==> src/ahc_pkg.sv <==
`default_nettype none

package ahc_pkg;

    localparam int ALT_W     = 24;
    localparam int CFG_IDX_W = 3;
    localparam int CFG_DAT_W = 12;
    localparam int GAIN_W    = 12;
    localparam int THR_W     = 11;
    localparam int ADJ_W     = 10;
    localparam int MUL_B_W   = 17;
    localparam int PROD_W    = GAIN_W + 1 + MUL_B_W;

    localparam int ERR_LIM      = 500;
    localparam int DEADBAND     = 10;
    localparam int SETV_LIM     = 300;
    localparam int PTERM_LIM    = 300;
    localparam int DTERM_LIM    = 150;
    localparam int TILT_LIM     = 800;
    localparam int CENTRE_LO    = 1460;
    localparam int CENTRE_HI    = 1540;
    localparam int STICK_BAND   = 40;
    localparam int STICK_STEP   = 40;
    localparam int STICK_MID    = 1000;
    localparam int THR_MIN      = 1000;
    localparam int THR_MAX      = 2000;
    localparam int HOLD_REF_RST = 1500;
    localparam int BASE_RST     = 1500;
    localparam int GAIN_ONE     = 256;

    typedef enum logic [CFG_IDX_W-1:0] {
        REG_FAST_MODE   = 3'd0,
        REG_STICK_REF   = 3'd1,
        REG_BASE_THR    = 3'd2,
        REG_ALT_GAIN    = 3'd3,
        REG_VEL_GAIN    = 3'd4,
        REG_DAMP_GAIN   = 3'd5
    } ahc_reg_idx_t;

    typedef enum logic [1:0] {
        MUL_ALT  = 2'd0,
        MUL_VEL  = 2'd1,
        MUL_DAMP = 2'd2
    } ahc_mul_sel_t;

    typedef struct packed {
        logic         load;
        logic         err_step;
        logic         mul_en;
        ahc_mul_sel_t mul_sel;
        logic         setv_step;
        logic         p_step;
        logic         fin;
    } ahc_cmd_t;

    typedef struct packed {
        logic out_stall;
    } ahc_status_t;

endpackage

`default_nettype wire

==> src/ahc_ctrl.sv <==
`default_nettype none

module ahc_ctrl import ahc_pkg::*; (
    input  wire logic  aclk,
    input  wire logic  aresetn,
    input  wire logic  s_valid,
    output logic       s_ready,
    input  wire ahc_status_t status,
    output ahc_cmd_t   cmd
);

    typedef enum logic [6:0] {
        ST_IDLE  = 7'b0000001,
        ST_ERR   = 7'b0000010,
        ST_MALT  = 7'b0000100,
        ST_SETV  = 7'b0001000,
        ST_MVEL  = 7'b0010000,
        ST_MDAMP = 7'b0100000,
        ST_FIN   = 7'b1000000
    } ahc_state_t;

    ahc_state_t state_reg, state_next;

    assign s_ready = (state_reg == ST_IDLE);

    always_comb begin
        state_next  = state_reg;
        cmd         = '0;
        cmd.mul_sel = MUL_ALT;
        unique case (state_reg)
            ST_IDLE: begin
                if (s_valid) begin
                    cmd.load   = 1'b1;
                    state_next = ST_ERR;
                end
            end
            ST_ERR: begin
                cmd.err_step = 1'b1;
                state_next   = ST_MALT;
            end
            ST_MALT: begin
                cmd.mul_en  = 1'b1;
                cmd.mul_sel = MUL_ALT;
                state_next  = ST_SETV;
            end
            ST_SETV: begin
                cmd.setv_step = 1'b1;
                state_next    = ST_MVEL;
            end
            ST_MVEL: begin
                cmd.mul_en  = 1'b1;
                cmd.mul_sel = MUL_VEL;
                state_next  = ST_MDAMP;
            end
            ST_MDAMP: begin
                // velocity term is clamped while the damping product forms
                cmd.mul_en  = 1'b1;
                cmd.mul_sel = MUL_DAMP;
                cmd.p_step  = 1'b1;
                state_next  = ST_FIN;
            end
            ST_FIN: begin
                if (!status.out_stall) begin
                    cmd.fin    = 1'b1;
                    state_next = ST_IDLE;
                end
            end
            default: state_next = ST_IDLE;
        endcase
    end

    always_ff @(posedge aclk) begin
        if (!aresetn) begin
            state_reg <= ST_IDLE;
        end else begin
            state_reg <= state_next;
        end
    end

endmodule

`default_nettype wire

==> src/ahc_datapath.sv <==
`default_nettype none

module ahc_datapath import ahc_pkg::*; (
    input  wire logic                   aclk,
    input  wire logic                   aresetn,
    input  wire ahc_cmd_t               cmd,
    output ahc_status_t                 status,
    input  wire logic                   cfg_valid,
    input  wire logic [CFG_IDX_W-1:0]   cfg_index,
    input  wire logic [CFG_DAT_W-1:0]   cfg_data,
    input  wire logic [THR_W-1:0]       s_stick_throttle,
    input  wire logic signed [ALT_W-1:0] s_estimated_altitude,
    input  wire logic signed [11:0]     s_vertical_velocity,
    input  wire logic signed [15:0]     s_vertical_accel,
    input  wire logic signed [11:0]     s_pitch_angle,
    input  wire logic signed [11:0]     s_roll_angle,
    output logic                        m_valid,
    input  wire logic                   m_ready,
    output logic signed [ADJ_W-1:0]     m_throttle_adjustment,
    output logic [THR_W-1:0]            m_motor_throttle,
    output logic                        m_velocity_mode
);

    // configuration
    logic              fast_mode_reg;
    logic [THR_W-1:0]  stick_ref_reg;
    logic [THR_W-1:0]  base_thr_reg;
    logic [GAIN_W-1:0] alt_gain_reg;
    logic [GAIN_W-1:0] vel_gain_reg;
    logic [GAIN_W-1:0] damp_gain_reg;

    // controller state
    logic signed [ALT_W-1:0] hold_alt_reg, hold_alt_next;
    logic                    vel_ctrl_reg, vel_ctrl_next;
    logic                    moved_reg, moved_next;
    logic signed [THR_W-1:0] cmd_vel_reg, cmd_vel_next;
    logic [THR_W-1:0]        last_thr_reg, last_thr_next;
    logic signed [15:0]      prev_acc_reg;

    // working registers
    logic [THR_W-1:0]        stick_reg;
    logic signed [ALT_W-1:0] est_reg;
    logic signed [11:0]      vel_reg;
    logic signed [15:0]      acc_reg;
    logic                    upright_reg;
    logic signed [ADJ_W-1:0] err_reg;
    logic signed [16:0]      acc_sum_reg;
    logic signed [12:0]      verr_reg;
    logic signed [PROD_W-1:0] prod_reg;
    logic signed [ADJ_W-1:0] p_reg;

    logic                    m_valid_reg;
    logic signed [ADJ_W-1:0] m_adj_reg;
    logic [THR_W-1:0]        m_thr_reg;
    logic                    m_vmode_reg;

    assign status.out_stall     = m_valid_reg & ~m_ready;
    assign m_valid              = m_valid_reg;
    assign m_throttle_adjustment = m_adj_reg;
    assign m_motor_throttle     = m_thr_reg;
    assign m_velocity_mode      = m_vmode_reg;

    // ---------------- altitude error ----------------
    logic                    centred;
    logic signed [ALT_W-1:0] hold_eff;
    logic signed [ALT_W:0]   alt_diff;
    logic signed [ADJ_W-1:0] err_cl, err_db;

    assign centred  = (stick_reg > THR_W'(CENTRE_LO)) && (stick_reg < THR_W'(CENTRE_HI));
    assign hold_eff = (upright_reg && centred) ? est_reg : hold_alt_reg;
    assign alt_diff = $signed({hold_eff[ALT_W-1], hold_eff}) - $signed({est_reg[ALT_W-1], est_reg});

    always_comb begin
        if (alt_diff > ERR_LIM) begin
            err_cl = ADJ_W'(ERR_LIM);
        end else if (alt_diff < -ERR_LIM) begin
            err_cl = ADJ_W'(-ERR_LIM);
        end else begin
            err_cl = alt_diff[ADJ_W-1:0];
        end
        if ((err_cl < DEADBAND) && (err_cl > -DEADBAND)) begin
            err_db = '0;
        end else if (err_cl > 0) begin
            err_db = err_cl - ADJ_W'(DEADBAND);
        end else begin
            err_db = err_cl + ADJ_W'(DEADBAND);
        end
    end

    // ---------------- shared multiplier ----------------
    logic [GAIN_W-1:0]        mul_a;
    logic signed [MUL_B_W-1:0] mul_b;
    logic signed [PROD_W-1:0] prod_next;

    always_comb begin
        unique case (cmd.mul_sel)
            MUL_ALT: begin
                mul_a = alt_gain_reg;
                mul_b = MUL_B_W'(err_reg);
            end
            MUL_VEL: begin
                mul_a = vel_gain_reg;
                mul_b = MUL_B_W'(verr_reg);
            end
            MUL_DAMP: begin
                mul_a = damp_gain_reg;
                mul_b = acc_sum_reg;
            end
            default: begin
                mul_a = '0;
                mul_b = '0;
            end
        endcase
    end

    assign prod_next = PROD_W'($signed({1'b0, mul_a})) * PROD_W'(mul_b);

    // ---------------- clamps on the product (floor by arithmetic shift) ----------------
    logic signed [PROD_W-9:0]  prod_q8;
    logic signed [PROD_W-17:0] prod_q16;
    logic signed [ADJ_W-1:0]   q8_cl, d_cl, setv;
    logic signed [12:0]        verr_next;

    assign prod_q8  = prod_reg[PROD_W-1:8];
    assign prod_q16 = prod_reg[PROD_W-1:16];

    always_comb begin
        if (prod_q8 > SETV_LIM) begin
            q8_cl = ADJ_W'(SETV_LIM);
        end else if (prod_q8 < -SETV_LIM) begin
            q8_cl = ADJ_W'(-SETV_LIM);
        end else begin
            q8_cl = prod_q8[ADJ_W-1:0];
        end
        if (prod_q16 > DTERM_LIM) begin
            d_cl = ADJ_W'(DTERM_LIM);
        end else if (prod_q16 < -DTERM_LIM) begin
            d_cl = ADJ_W'(-DTERM_LIM);
        end else begin
            d_cl = prod_q16[ADJ_W-1:0];
        end
    end

    assign setv      = q8_cl;
    // velocity setpoint: stick command when in velocity mode, else altitude loop
    assign verr_next = (vel_ctrl_reg ? 13'(cmd_vel_reg) : 13'(setv)) - 13'(vel_reg);

    // ---------------- final step: adjustment and stick handling ----------------
    logic signed [ADJ_W:0]   adj_raw;
    logic signed [ADJ_W-1:0] adj;
    logic signed [11:0]      diff;
    logic signed [11:0]      diff_half;
    logic                    stick_out;
    logic signed [12:0]      step_sum, base_sum;
    logic [THR_W-1:0]        step_thr, base_thr_sat;

    assign adj_raw   = $signed({p_reg[ADJ_W-1], p_reg}) - $signed({d_cl[ADJ_W-1], d_cl});
    assign adj       = upright_reg ? adj_raw[ADJ_W-1:0] : '0;
    assign diff      = $signed({1'b0, stick_reg}) - $signed({1'b0, stick_ref_reg});
    assign stick_out = (diff > STICK_BAND) || (diff < -STICK_BAND);
    // halve, truncating toward zero
    assign diff_half = (diff + (diff < 0 ? 12'sd1 : 12'sd0)) >>> 1;
    assign step_sum  = $signed({2'b0, last_thr_reg}) +
                       ((stick_reg > THR_W'(STICK_MID)) ? 13'(-STICK_STEP) : 13'(STICK_STEP));
    assign base_sum  = $signed({2'b0, base_thr_reg}) + 13'(adj);

    always_comb begin
        if (step_sum > THR_MAX) begin
            step_thr = THR_W'(THR_MAX);
        end else if (step_sum < THR_MIN) begin
            step_thr = THR_W'(THR_MIN);
        end else begin
            step_thr = step_sum[THR_W-1:0];
        end
        if (base_sum > THR_MAX) begin
            base_thr_sat = THR_W'(THR_MAX);
        end else if (base_sum < THR_MIN) begin
            base_thr_sat = THR_W'(THR_MIN);
        end else begin
            base_thr_sat = base_sum[THR_W-1:0];
        end
    end

    always_comb begin
        hold_alt_next = hold_alt_reg;
        vel_ctrl_next = vel_ctrl_reg;
        moved_next    = moved_reg;
        cmd_vel_next  = cmd_vel_reg;
        last_thr_next = last_thr_reg;
        if (cmd.err_step && upright_reg && centred) begin
            hold_alt_next = est_reg;
        end
        if (cmd.fin) begin
            if (fast_mode_reg) begin
                if (stick_out) begin
                    moved_next    = 1'b1;
                    last_thr_next = step_thr;
                end else begin
                    if (moved_reg) begin
                        hold_alt_next = est_reg;
                        moved_next    = 1'b0;
                    end
                    last_thr_next = base_thr_sat;
                end
            end else begin
                if (stick_out) begin
                    cmd_vel_next  = diff_half[THR_W-1:0];
                    vel_ctrl_next = 1'b1;
                    moved_next    = 1'b1;
                end else if (moved_reg) begin
                    hold_alt_next = est_reg;
                    vel_ctrl_next = 1'b0;
                    moved_next    = 1'b0;
                end
                last_thr_next = base_thr_sat;
            end
        end
    end

    // ---------------- registers ----------------
    always_ff @(posedge aclk) begin
        if (!aresetn) begin
            fast_mode_reg <= 1'b0;
            stick_ref_reg <= THR_W'(HOLD_REF_RST);
            base_thr_reg  <= THR_W'(BASE_RST);
            alt_gain_reg  <= GAIN_W'(GAIN_ONE);
            vel_gain_reg  <= GAIN_W'(GAIN_ONE);
            damp_gain_reg <= '0;
        end else if (cfg_valid) begin
            unique case (cfg_index)
                REG_FAST_MODE: fast_mode_reg <= cfg_data[0];
                REG_STICK_REF: stick_ref_reg <= cfg_data[THR_W-1:0];
                REG_BASE_THR:  base_thr_reg  <= cfg_data[THR_W-1:0];
                REG_ALT_GAIN:  alt_gain_reg  <= cfg_data;
                REG_VEL_GAIN:  vel_gain_reg  <= cfg_data;
                REG_DAMP_GAIN: damp_gain_reg <= cfg_data;
                default: ;
            endcase
        end
    end

    always_ff @(posedge aclk) begin
        if (!aresetn) begin
            hold_alt_reg <= '0;
            vel_ctrl_reg <= 1'b0;
            moved_reg    <= 1'b0;
            cmd_vel_reg  <= '0;
            last_thr_reg <= THR_W'(THR_MIN);
            prev_acc_reg <= '0;
            m_valid_reg  <= 1'b0;
        end else begin
            hold_alt_reg <= hold_alt_next;
            vel_ctrl_reg <= vel_ctrl_next;
            moved_reg    <= moved_next;
            cmd_vel_reg  <= cmd_vel_next;
            last_thr_reg <= last_thr_next;
            if (cmd.err_step) begin
                prev_acc_reg <= acc_reg;
            end
            if (cmd.fin) begin
                m_valid_reg <= 1'b1;
            end else if (m_ready) begin
                m_valid_reg <= 1'b0;
            end
        end
    end

    always_ff @(posedge aclk) begin
        if (cmd.load) begin
            stick_reg   <= s_stick_throttle;
            est_reg     <= s_estimated_altitude;
            vel_reg     <= s_vertical_velocity;
            acc_reg     <= s_vertical_accel;
            upright_reg <= (s_pitch_angle < TILT_LIM) && (s_pitch_angle > -TILT_LIM) &&
                           (s_roll_angle < TILT_LIM) && (s_roll_angle > -TILT_LIM);
        end
        if (cmd.err_step) begin
            err_reg     <= err_db;
            acc_sum_reg <= 17'(acc_reg) + 17'(prev_acc_reg);
        end
        if (cmd.mul_en) begin
            prod_reg <= prod_next;
        end
        if (cmd.setv_step) begin
            verr_reg <= verr_next;
        end
        if (cmd.p_step) begin
            p_reg <= q8_cl;
        end
        if (cmd.fin) begin
            m_adj_reg   <= adj;
            m_thr_reg   <= last_thr_next;
            m_vmode_reg <= vel_ctrl_next;
        end
    end

endmodule

`default_nettype wire

==> src/altitude_hold_controller.sv <==
// Each input transfer walks the sequencer through ERR, MALT, SETV, MVEL,
// MDAMP and FIN, then the result is presented; new input waits for IDLE.
// One shared 13x17 multiplier forms altitude, velocity and damping products.
// A pending result holds the final step until it is taken.
// Reset: synchronous, active low aresetn; registers return to defaults and
// controller state (hold altitude, modes, last throttle 1000) clears.
`default_nettype none

module altitude_hold_controller import ahc_pkg::*; (
    input  wire logic                    aclk,
    input  wire logic                    aresetn,
    input  wire logic                    cfg_valid,
    output logic                         cfg_ready,
    input  wire logic [CFG_IDX_W-1:0]    cfg_index,
    input  wire logic [CFG_DAT_W-1:0]    cfg_data,
    input  wire logic                    s_valid,
    output logic                         s_ready,
    input  wire logic [THR_W-1:0]        s_stick_throttle,
    input  wire logic signed [ALT_W-1:0] s_estimated_altitude,
    input  wire logic signed [11:0]      s_vertical_velocity,
    input  wire logic signed [15:0]      s_vertical_accel,
    input  wire logic signed [11:0]      s_pitch_angle,
    input  wire logic signed [11:0]      s_roll_angle,
    output logic                         m_valid,
    input  wire logic                    m_ready,
    output logic signed [ADJ_W-1:0]      m_throttle_adjustment,
    output logic [THR_W-1:0]             m_motor_throttle,
    output logic                         m_velocity_mode
);

    ahc_cmd_t    cmd;
    ahc_status_t status;

    assign cfg_ready = 1'b1;

    ahc_ctrl u_ctrl (
        .aclk    (aclk),
        .aresetn (aresetn),
        .s_valid (s_valid),
        .s_ready (s_ready),
        .status  (status),
        .cmd     (cmd)
    );

    ahc_datapath u_datapath (
        .aclk                  (aclk),
        .aresetn               (aresetn),
        .cmd                   (cmd),
        .status                (status),
        .cfg_valid             (cfg_valid),
        .cfg_index             (cfg_index),
        .cfg_data              (cfg_data),
        .s_stick_throttle      (s_stick_throttle),
        .s_estimated_altitude  (s_estimated_altitude),
        .s_vertical_velocity   (s_vertical_velocity),
        .s_vertical_accel      (s_vertical_accel),
        .s_pitch_angle         (s_pitch_angle),
        .s_roll_angle          (s_roll_angle),
        .m_valid               (m_valid),
        .m_ready               (m_ready),
        .m_throttle_adjustment (m_throttle_adjustment),
        .m_motor_throttle      (m_motor_throttle),
        .m_velocity_mode       (m_velocity_mode)
    );

endmodule

`default_nettype wire

==> config.mk <==
export PLATFORM = sky130hd
export DESIGN_NAME = altitude_hold_controller
export DESIGN_NICKNAME = d
export VERILOG_FILES = /design/src/ahc_pkg.sv /design/src/ahc_ctrl.sv /design/src/ahc_datapath.sv /design/src/altitude_hold_controller.sv
export SDC_FILE = /design/constraint.sdc
export NUM_CORES = 1
export LEC_CHECK = 0
export ABC_AREA = 1
export BUFFER_PORTS_ARGS = -buffer_cell sky130_fd_sc_hd__buf_2
export CORE_MARGIN = 1
export CORE_UTILIZATION = 55
export CTS_CLUSTER_SIZE = 20
export DETAILED_ROUTE_END_ITERATION = 12
export PLACE_DENSITY = 0.8
export SYNTH_ARGS = -nofsm -noshare
export SYNTH_HDL_FRONTEND = slang
export SYNTH_HIERARCHICAL = 1
export SYNTH_SLANG_ARGS = --single-unit
==> constraint.sdc <==
create_clock -name aclk -period 12.05 [get_ports aclk]
set_input_delay 1.8075 -clock aclk [delete_from_list [all_inputs] [get_ports aclk]]
set_output_delay 1.8075 -clock aclk [all_outputs]
set_load 0.05 [all_outputs]
==> flow_summary.rst <==
.. list-table::
   :header-rows: 1

   * - Metric
     - Value
   * - Post-synthesis to final-layout area growth
     - 9.26%
   * - Total number of placement rows
     - 76
   * - Final Critical Period
     - 7.22 ns
   * - Proportion of netlist area held by the largest area contributor
     - 19.5%
   * - Routed len/inst
     - 14.8 um
   * - Floorplan core area
     - 43400 um^2
   * - Number of standard cells after synthesis
     - 3126
   * - Worst Min Path Start
     - u_datapath/alt_gain_reg[6]
   * - Max-cap violations
     - 0
   * - Hold violation count in the final report
     - 0
   * - Cell type with the highest aggregate area in the netlist
     - edfxtp_1
   * - Total of warnings raised by yosys
     - 6
   * - Async set or reset register ratio after synthesis
     - 0%
   * - Synth area leaders
     - edfxtp_1, fa_1, nand2_1
   * - Pwr dens
     - 106 nW/um^2
   * - Layout Nets
     - 3691
   * - Synth cell types
     - 59
   * - Sequential cell area fraction in the yosys report
     - 30.2%
   * - Number of design rule violations left after detail routing
     - 0
   * - F_max
     - 138 MHz
   * - TritonCTS clock tree
     - built
   * - Post-cts gate resize count
     - 0
   * - Wire length of the first global-routing pass
     - 94200 um
   * - Initial core utilization
     - 56.2%
   * - Die Wd
     - 213 um
   * - Run status
     - finished, final reports clean
   * - Cell Area, Placed
     - 25600 um^2
   * - Antenna viol nets, final
     - 0
   * - RD Place Congestion
     - 0.960
   * - Buffer depth of the longest clock path
     - 3
   * - Max Clock Skew
     - 0.0404 ns
   * - Number of sinks driven by the clock tree
     - 289
   * - FF+latch count, synth
     - 289
   * - Startpoint Class
     - flip-flop
   * - HPWL after DPL
     - 44500 um
   * - Commonest cells post-synth
     - nand2_1, inv_1, nor2_1
   * - Post-layout instance area
     - 26600 um^2
   * - Clock root cell
     - clkbuf_16
   * - Total of hold buffers inserted after clock tree synthesis
     - 0
   * - Global-route usage over all layers
     - 26.0%
   * - Average vias per placed instance
     - 5.25
   * - Number of placed I/O pins
     - 132
   * - Part of the cycle the worst path needs
     - 60.0%
   * - Detailed router's first-iteration violation count
     - 1749
   * - Length of the first detailed-routing pass in iterations
     - 6
   * - Synthesized area per cell
     - 7.80 um^2
   * - Area of the mapped netlist
     - 24400 um^2
   * - Total clock buffers created by CTS
     - 31
   * - Number of global-route vias before repair
     - 19500
   * - Global-route congestion overflow total
     - 0
   * - Headroom to the max-slew limit
     - 22.9%
   * - Count of buffers inserted at the top-level ports
     - 130
   * - Total negative setup slack
     - 0 ns
   * - Count of H-tree levels built during CTS
     - 1
   * - Capturing element type of the critical path
     - flip-flop
   * - Buffers inserted during post-CTS setup optimization
     - 0
   * - Area share of xor/xnor cells in the synthesized design
     - 3.51%
   * - Pin count of the biggest net entering global routing
     - 83
   * - Via count
     - 20200
   * - Max IR drop VDD
     - 0.000137 V
   * - Multiplexer fraction of the synthesized cell area
     - 0%
   * - Die Y-Extent
     - 213 um
   * - Simple-gate share of the synthesized area
     - 20.7%
   * - Arrival time of the worst setup path
     - 7.56 ns
   * - Reg clk slew, reported paths
     - 0.06 ns
   * - Commonest register cell after synthesis
     - edfxtp_1
   * - Die footprint
     - 45200 um^2
   * - Path type of the worst min-delay path
     - flip-flop to flip-flop
   * - CP required
     - 12.38 ns
   * - Adder and majority gate portion of the synthesized area
     - 24.2%
   * - Beginning of the worst register-to-register path
     - u_ctrl/state_reg[3]
   * - Number of synthesized flops with an enable pin
     - 158
   * - Setup repair after global routing missed its margin
     - false
   * - Initial antenna violation count
     - 2
   * - Worst-path maximum fanout
     - 23
   * - Aggregate routed wire length
     - 56800 um
   * - Max-slew violation total from the final report
     - 0
   * - Fraction of the mapped netlist area in compound gates
     - 10.1%
   * - Critical path class
     - flip-flop to flip-flop
   * - Start point of the critical path
     - u_ctrl/state_reg[3]
   * - Fraction of layout instances using a drive strength above 1
     - 7.93%
   * - Final setup violation count
     - 0
   * - Leakage component of the power
     - 13.6 nW
   * - Cell with the most instances after synthesis
     - nand2_1
   * - Dominant combinational cell family by area after synthesis
     - adder cells
   * - Transition time at the pin with the least slew margin
     - 1.15 ns
   * - Synthesized netlist net count
     - 3588
   * - Clock insertion delay at the later pin of the skew report
     - 0.60 ns
-- stage by stage --
stage / setup WS, ns / total power, W / util [%] / hold WS, ns / std cells
after floorplan: 5.57 / 0.00170 / - / 0.425 / 3126
after global placement: 5.06 / 0.00187 / 59.0 / 0.443 / 3781
after detailed placement: 4.87 / 0.00188 / 59.0 / 0.447 / 3781
after CTS: 4.87 / 0.00285 / 61.4 / 0.456 / 3839
after global routing: 4.22 / 0.00299 / 61.4 / 0.483 / 3840
final: 4.83 / 0.00283 / 61.4 / 0.455 / 3840
-- logic make-up (layout without fill, tap and decap cells) --
family,count (synthesis),count (layout)
flops,289,289
buf+inv,726,854
xor+xnor,97,97
compound gates,451,451
fa+ha+maj,355,355
other cells,1,2
simple gates,1207,1207
-- layout make-up --
type,instances,area [um^2]
Multi-Input combinational cell,2111,14300
Sequential cell,289,7370
Tap cell,585,732
Clock inverter,15,153
Timing Repair Buffer,147,778
Antenna cell,1,2.50
Inverter,649,2440
Clock buffer,43,893
Fill cell,3883,16700
-- where the power goes --
part,internal (W),total (W),leakage [nW],switching [W]
registers,0.00110,0.00111,2.52,0.0000182
logic,0.000268,0.000756,10.6,0.000489
clock network,0.000563,0.000962,0.506,0.000399
total,0.00193,0.00283,13.6,0.000905
-- worst max-delay path: stages (launching register included) --
cell       delay (ns)
dfxtp_1          0.31
inv_2            0.06
nand2_2          0.08
nor2_4           0.14
nand2_1          0.11
inv_1            0.17
nand2_1          0.10
inv_1            0.55
nand2_1          0.28
nand3_1          0.46
nand2_1          0.19
inv_1            0.14
fa_1             0.48
fa_1             0.91
inv_1            0.18
fa_1             0.51
fa_1             0.49
inv_1            0.05
fa_1             0.47
ha_1             0.38
a21oi_1          0.17
inv_1            0.07
a21oi_1          0.16
o21ai_0          0.12
nand2_1          0.08
o2111ai_1        0.13
xor2_1           0.17
-- cells in the final DEF, fill, tap and decap left out, types with 8 or more instances in the layout --
cell type	count
dfxtp_1	131
fa_1	194
nand2_2	11
buf_4	17
ha_1	161
nand3_1	126
o21ai_1	8
xor2_1	77
buf_2	130
o211ai_1	20
nand2_1	733
a31oi_1	8
xnor2_1	19
o21ai_0	181
edfxtp_1	158
nor3_1	32
nand3_2	8
nand4_1	28
clkbuf_16	33
a21oi_1	191
nand3b_1	10
inv_1	631
nor2_2	8
nor2_1	219
inv_2	13
o21bai_1	14
-- final timing paths --
check / to / slack [ns] / depth (start not counted)
max reg2reg: u_datapath/prod_reg[29] / 4.83 / 26
min reg2reg: u_datapath/alt_gain_reg[6] / 0.45 / 2
max: u_datapath/prod_reg[29] / 4.83 / 26
min: u_datapath/alt_gain_reg[6] / 0.45 / 2
-- layer usage --
| layer | part of all wire (%) | track usage (%) |
|---|---|---|
| met5 | 0 | 0 |
| met4 | 2.8 | 7.52 |
| met3 | 5.6 | 3.31 |
| met2 | 49 | 45.1 |
| met1 | 43 | 33.8 |
No activity file was read; power rests on OpenSTA's default activity.
